### config.mk
export PLATFORM = sky130hd
export DESIGN_NAME = pvm_front
export DESIGN_NICKNAME = d
export VERILOG_FILES = /design/src/hw/rtl/pvm_pkg.sv /design/src/hw/rtl/pvm_front.sv
export SDC_FILE = /design/constraint.sdc
export NUM_CORES = 1
export LEC_CHECK = 0
export BUFFER_PORTS_ARGS = -buffer_cell sky130_fd_sc_hd__buf_2
export CAP_MARGIN = 15
export CORE_MARGIN = 2
export CORE_UTILIZATION = 50
export CTS_CLUSTER_DIAMETER = 50
export DETAILED_ROUTE_END_ITERATION = 8
export GPL_ROUTABILITY_DRIVEN = 1
export PLACE_DENSITY = 0.78
export SKIP_LAST_GASP = 1
export SYNTH_ARGS = -nofsm -noshare
export SYNTH_HDL_FRONTEND = slang
export SYNTH_SLANG_ARGS = --single-unit
### constraint.sdc
create_clock -name clk -period 12.1 [get_ports clk]
set_input_delay 0.605 -clock clk [delete_from_list [all_inputs] [get_ports clk]]
set_output_delay 0.605 -clock clk [all_outputs]
set_load 0.01 [all_outputs]
### src/hw/rtl/pvm_pkg.sv
package pvm_pkg;

    localparam int VOICES_DEF       = 16;
    localparam int SAMPLE_DEPTH_DEF = 65536;
    localparam logic [16:0] GAIN_RESET = 17'd26214;
    localparam logic [7:0]  FULL_VOLUME = 8'd255;
    localparam logic [24:0] GAIN_DIVISOR = 25'd16711680;

    // floor(x / 255) equals (x * RECIP_255) >> RECIP_SHIFT for every x below 2^21.
    localparam logic [21:0] RECIP_255   = 22'd2105377;
    localparam int          RECIP_SHIFT = 29;

    typedef enum logic [3:0] {
        OP_TICK        = 4'd0,
        OP_WRITE       = 4'd1,
        OP_PLAY        = 4'd2,
        OP_STOP        = 4'd3,
        OP_PAUSE       = 4'd4,
        OP_RESUME      = 4'd5,
        OP_SET_VOLUME  = 4'd6,
        OP_QUERY       = 4'd7,
        OP_PAUSE_ALL   = 4'd8,
        OP_UNPAUSE_ALL = 4'd9
    } op_t;

    // One decoded command passed from the front end to the engine.
    typedef struct packed {
        logic [3:0]  operation;
        logic [31:0] handle;
        logic [15:0] start_address;
        logic [16:0] sample_count;
        logic        loop_flag;
        logic [7:0]  volume;
        logic [15:0] sample_address;
        logic [11:0] sample_word;
    } cmd_t;

    typedef enum logic [2:0] {
        ST_IDLE,
        ST_SCAN,
        ST_READ,
        ST_MUL,
        ST_GAIN,
        ST_DIV,
        ST_ACC,
        ST_DONE
    } state_t;

endpackage

### src/hw/rtl/pvm_front.sv
module pvm_front
    import pvm_pkg::*;
(
    input  logic        clk,
    input  logic        rst_n,
    input  logic        s_tvalid,
    output logic        s_tready,
    input  logic [111:0] s_tdata,
    output logic        q_valid,
    input  logic        q_ready,
    output cmd_t        q_cmd
);

    // Two-entry queue; the sample is pre-shifted here.
    cmd_t       mem_reg [2];
    logic       wp_reg, rp_reg;
    logic [1:0] cnt_reg;
    cmd_t       c;

    always_comb
    begin
        c.operation      = s_tdata[3:0];
        c.handle         = s_tdata[35:4];
        c.start_address  = s_tdata[51:36];
        c.sample_count   = s_tdata[68:52];
        c.loop_flag      = s_tdata[69];
        c.volume         = s_tdata[77:70];
        c.sample_address = s_tdata[93:78];
        c.sample_word    = s_tdata[109:98];
    end

    assign s_tready = (cnt_reg != 2'd2);
    assign q_valid  = (cnt_reg != 2'd0);
    assign q_cmd    = mem_reg[rp_reg];

    always_ff @(posedge clk)
    begin
        if (s_tvalid && s_tready)
        begin
            mem_reg[wp_reg] <= c;
        end
    end

    always_ff @(posedge clk or negedge rst_n)
    begin
        if (!rst_n)
        begin
            wp_reg  <= 1'b0;
            rp_reg  <= 1'b0;
            cnt_reg <= 2'd0;
        end
        else
        begin
            if (s_tvalid && s_tready)
            begin
                wp_reg <= ~wp_reg;
            end
            if (q_valid && q_ready)
            begin
                rp_reg <= ~rp_reg;
            end
            cnt_reg <= cnt_reg + 2'((s_tvalid && s_tready) ? 1 : 0)
                               - 2'((q_valid && q_ready) ? 1 : 0);
        end
    end

    assert property (@(posedge clk) disable iff (!rst_n) cnt_reg != 2'd3)
        else $error("queue count overflow");
    assert property (@(posedge clk) disable iff (!rst_n)
        (cnt_reg == 2'd2 && !q_ready) |=> cnt_reg == 2'd2)
        else $error("full queue lost an entry");
    assert property (@(posedge clk) disable iff (!rst_n)
        (cnt_reg == 2'd0) |-> !q_valid)
        else $error("empty queue shows valid");

endmodule

==> metrics.txt, run 1 <==
Final period util=28.4%; end point of the critical path=q_cmd[63]; FFs w/ async S/R, synth=1.85%; post-synthesis compound-gate area fraction=0%; P_leak=3.83 nW; Rel. slew slack=43.0%; final slew viol count=0; Post-synth EDFFs=212; simple-gate area share of the yosys netlist=0.409%; Unique masters post-synth=16; final setup fails=0; Clk network pwr share=26.9%; Largest register FFs=212; grt total ovfl=0; Seq. cell area=6470 um^2; clk_skew=0.0119 ns; drt pass-1 iters=4; TritonCTS clock tree=done; CP Capture Type=output port; most frequent cell after synthesis=edfxtp_1; Final min period=3.44 ns; Seq/Total Area, Yosys=81.2%; Top Family by Delay on Critical Path=buffers and inverters; class of the worst hold path=in2reg; initial antenna violation count=0; DRC viols=0; area growth from synthesis to layout=25.6%; crit path cell chain=buf_4 -> mux2_2 -> buf_2; Nets=700; clock sinks=216; post-CTS setup buffer count=0; syn avg cell area=22.9 um^2; Buf/Inv on CP=2; area of the core=15700 um^2; final hold viol count=0; #FFs+latches synth=216; worst skew pair latency=0.48 ns; Reg-to-Reg Start=cnt_reg[1]; PwrDens=244 nW/um^2; area of the multi-input gates=1410 um^2; global-route wire length before repair=20.6 mm; CTS Buffer Depth=3; Initial DRC Count=194; Cell Area, Synth=7960 um^2; crit path from=rp_reg; crit path max fanout=62; P_sw=682 uW; die area=16900 um^2; Mapped Cells=347; reg2reg path depth=3; DPL Wire Length=9.15 mm; Pint=1.75 mW; number of fill cells=1103; Crit path required time=11.49 ns; worst-margin pin slew=0.855 ns; placed instance count=772; commonest cells in the netlist=212 x edfxtp_1, 76 x mux2_2, 30 x mux2_4, 7 x buf_2, 5 x buf_6; Net Count, Synth=465; combinational share of power=28.0%; share of Yosys cell area claimed by the top area cell type=80.0%; RR Endpoint=mem_reg[1][98]; Worst path slowest cell=dfrtp_4; status=completed; GPL Wtd Cong=0.710; RSZ-0062 raised after global routing=no; vias per cell=4.86; Detailed Route WL=13.8 mm; synth top area cells=edfxtp_1 80%, mux2_2 11%, mux2_4 5.7%, dfrtp_1 1.3%, buf_6 0.71%; post-synthesis mux area share=16.4%; WL/cell=17.0 um; vias in the first global route=4201; R2R Setup Slk=9.74 ns; Min Hold Slack=0.307 ns; Layout Cells excl Fill=813; Die Wd=130 um; post-route antenna net violation count=0; xor/xnor share of the synthesized area=0.440%; via count=3948; Highest Clock Rate=0.291 GHz; Initial Utilization=50.7%; total negative slack=0 ns; Synth area leader=edfxtp_1; Num CTS Buffers=23; I/O pins=224; fraction of layout cells with a size suffix above 1=60.6%; pin count of the biggest net entering global routing=63; Seq pwr share=45.1%; largest family of logic cells by synthesized area=multiplexers; top_reg_cell synth=edfxtp_1; sw frac=28.0%; Critical Path Source Type=register; critical path arrival=2.83 ns; Port Buf Inserts=217; Site Rows=46; Crit path largest cell delay=0.89 ns; CTS hold repair buffers=1; number of H-tree levels=1; Stages on worst setup path=3; Synth Area in Adders=0.314%; peak supply drop=0.173 mV; Reg clk slew, reported paths=0.06 ns; type of the worst setup path=reg2out; MaxCap Viol Count=0; CTS resizes=0; Tot GR Track Use=15.8%; Yosys Warn Count=0; die height=130 um; root buf cell=clkbuf_16
[layout by cell type (no fill, tap or decap)]
cell type / netlist / layout
inv_1: 1 / 1
nor2_4: 0 / 1
nand2_1: 1 / 1
or2_2: 1 / 1
bufinv_16: 0 / 2
buf_4: 0 / 4
mux2_2: 76 / 76
diode_2: 0 / 1
clkbuf_1: 0 / 4
dfrtp_4: 0 / 1
inv_8: 0 / 2
ha_1: 2 / 2
xnor2_1: 3 / 3
inv_6: 0 / 1
mux2_4: 30 / 30
clkbuf_16: 0 / 23
edfxtp_1: 212 / 212
buf_2: 7 / 217
and3_4: 0 / 1
dlygate4sd3_1: 0 / 1
nand2b_1: 1 / 1
and2_1: 1 / 1
xor2_1: 1 / 1
clkinv_2: 0 / 2
dfrtp_1: 4 / 3
clkinv_1: 0 / 5
[worst min-delay path by stage]
stage                      from             end  slack (ns)  depth (start not counted)
floorplan                 rst_n      cnt_reg[0]        0.31                          0
global placement          rst_n      cnt_reg[0]        0.41                          1
detailed placement        rst_n          wp_reg        0.42                          1
CTS                 s_tdata[36]  mem_reg[0][54]        0.29                          1
global route        s_tdata[36]  mem_reg[0][54]        0.28                          1
finish              s_tdata[39]  mem_reg[1][57]        0.31                          1
[area by class of cell]
cell class | count | share of cell area [%]
flip-flops and latches | 216 | 64.7
multi-input cells | 118 | 14.1
repair buffers | 222 | 11.3
clock buffers | 27 | 5.91
well taps | 216 | 2.70
clock inverters | 12 | 1.20
inverters | 1 | 0.0376
diodes | 1 | 0.0250
[logic make-up (layout without fill, tap and decap cells)]
family | after synthesis | in the layout
xor+xnor | 4 | 4
fa+ha+maj | 2 | 2
buf+inv | 13 | 262
flops | 216 | 216
mux | 106 | 106
other cells | 0 | 1
simple gates | 6 | 6
[metal layers]
layer	GRT usage, %	routed length [um]
met5	0	0
met4	5.88	316
met3	6.68	1450
met2	27.9	7060
met1	17.1	4980
[power by group through the flow]
stage | combinational [mW] | sequential (mW) | clock, mW
2_1_floorplan | 0.490 | 1.09 | 0
3_3_place_gp | 0.682 | 1.10 | 0
3_5_place_dp | 0.690 | 1.12 | 0
4_1_cts | 0.694 | 1.10 | 0.668
5_1_grt | 0.738 | 1.12 | 0.700
6_report | 0.681 | 1.10 | 0.654
[stage by stage]
| stage | worst slack, ns | util, % | area (um^2) | total power [mW] |
|---|---|---|---|---|
| floorplan | 6.42 | - | 7960 | 1.58 |
| global placement | 9.15 | 59.0 | 9270 | 1.79 |
| detailed placement | 9.15 | 59.0 | 9270 | 1.81 |
| CTS | 8.63 | 63.6 | 9990 | 2.46 |
| global route | 8.51 | 63.6 | 9990 | 2.55 |
| finish | 8.66 | 63.6 | 9990 | 2.43 |
(Power assumes the default switching activity.)
==> run 2: changes to the inputs <==
==> constraint.sdc (replaced) <==
create_clock -name clk -period 3.32 [get_ports clk]
set_input_delay 0.166 -clock clk [delete_from_list [all_inputs] [get_ports clk]]
set_output_delay 0.166 -clock clk [all_outputs]
set_load 0.01 [all_outputs]
==> run 2 against run 1 <==
  * Combinational power increased to 4.0 times the previous value
  * Power increased to 3.7 times the previous value
  * Via count increased by 14%
  * Die area unchanged
==> metrics.txt, run 2 (synthesis gave the netlist of run 1 again) <==
area growth from synthesis to layout=40.1%; post-route antenna net violation count=0; Detailed Route WL=16.1 mm; CTS resizes=0; Nets=811; fraction of layout cells with a size suffix above 1=51.5%; DPL Wire Length=9.25 mm; Port Buf Inserts=217; P_leak=4.31 nW; type of the worst setup path=reg2out; total negative slack=0 ns; area of the core=15700 um^2; root buf cell=clkbuf_16; pin count of the biggest net entering global routing=58; met2 Use GR=34.2%; Clk network pwr share=26.9%; crit path max fanout=32; global-route wire length before repair=23.8 mm; Seq pwr share=43.6%; worst slack, placed=1.44 ns; Critical Path Source Type=register; clk_skew=0.0111 ns; Largest register FFs=212; # diodes=0; Final period util=71.8%; met3 Use GR=4.02%; Highest Clock Rate=0.419 GHz; TritonCTS clock tree=done; P_sw=2.60 mW; I/O pins=224; vias per cell=4.86; final worst slack=0.935 ns; via count=4500; GPL Wtd Cong=0.696; status=completed; MaxCap Viol Count=0; CTS hold repair buffers=109; Initial DRC Count=251; DRC viols=0; Die Wd=130 um; die area=16900 um^2; Pint=6.52 mW; most common cell after layout, fill and taps aside=buf_2; GRT busiest layer=met2; PwrDens=818 nW/um^2; Crit path required time=3.15 ns; peak supply drop=0.622 mV; class of the worst hold path=in2reg; Site Rows=46; initial antenna violation count=0; clock sinks=216; Rel. slew slack=51.5%; grt total ovfl=0; Final min period=2.39 ns; die height=130 um; Tot GR Track Use=18.2%; Num CTS Buffers=24; vias in the first global route=4907; CTS Buffer Depth=3; number of H-tree levels=1; worst skew pair latency=0.49 ns; CP Capture Type=output port; combinational share of power=29.5%; routing usage on met1=20.2%; final hold viol count=0; critical path arrival=2.22 ns; Reg clk slew, reported paths=0.05 ns; post-CTS setup buffer count=0; RSZ-0062 raised after global routing=no; final slew viol count=0; sw frac=28.5%; worst-margin pin slew=0.728 ns; commonest non-fill, non-tap cells in the layout=217 x buf_2, 212 x edfxtp_1, 109 x dlygate4sd3_1; Min Hold Slack=0.0340 ns; final setup fails=0; Initial Utilization=50.7%; drt pass-1 iters=4; WL/cell=17.4 um
[run 2: cell count changes in the layout (fill, tap and decap cells not counted), sizes merged]
cell and change:
clkbuf +3, inv -2, clkinv +1, buf +2, clkinvlp +2, dlygate4sd3 +108
bufinv -1, diode -1
[run 2: worst paths after layout]
kind / start / to / slack (ns) / cells past startpoint
min reg2reg: cnt_reg[0] / cnt_reg[0] / 0.54 / 1
max in group asynchronous: rst_n / rp_reg / 2.01 / 4
min: q_ready / rp_reg / 0.03 / 3
max reg2reg: cnt_reg[1] / mem_reg[1][92] / 1.47 / 3
min in group asynchronous: rst_n / cnt_reg[0] / 0.55 / 3
max: rp_reg / q_cmd[1] / 0.93 / 3
[run 2: area by class of cell]
type / count / area (um^2)
Sequential cell: 216 / 6470
Fill cell: 955 / 4560
Timing Repair Buffer: 332 / 2250
Multi-Input combinational cell: 118 / 1410
Clock buffer: 30 / 644
Tap cell: 216 / 270
Clock inverter: 12 / 103
Inverter: 1 / 3.75
[run 2: stage by stage]
stage,util (%),instance area [um^2],std cells,power (mW)
final,71.0,11100,925,9.12
after floorplan,-,7970,347,5.69
after CTS,71.0,11100,925,9.17
after detailed placement,59.3,9310,774,6.63
after global routing,71.0,11100,925,9.55
after global placement,59.3,9310,774,6.52
[run 2: layer usage]
metal | share of wire [%] | up-vias | wire length (um)
met5 | 0 | - | 0
met4 | 2.3 | 0 | 366
met3 | 6.0 | 32 | 968
met2 | 55 | 181 | 8870
met1 | 37 | 2210 | 5870
li1 | - | 2077 | -
[run 2: worst max-delay path, stage by stage, from the launching register on]
cell	delay [ns]
dfrtp_4	0.75
buf_4	0.43
mux2_2	0.39
buf_2	0.14
[run 2: power groups by stage]
stage,registers [mW],clock network [mW],logic (mW)
6_report,3.97,2.45,2.70
5_1_grt,4.03,2.63,2.89
4_1_cts,3.97,2.49,2.71
3_5_place_dp,4.03,0,2.60
3_3_place_gp,3.98,0,2.54
2_1_floorplan,3.90,0,1.79
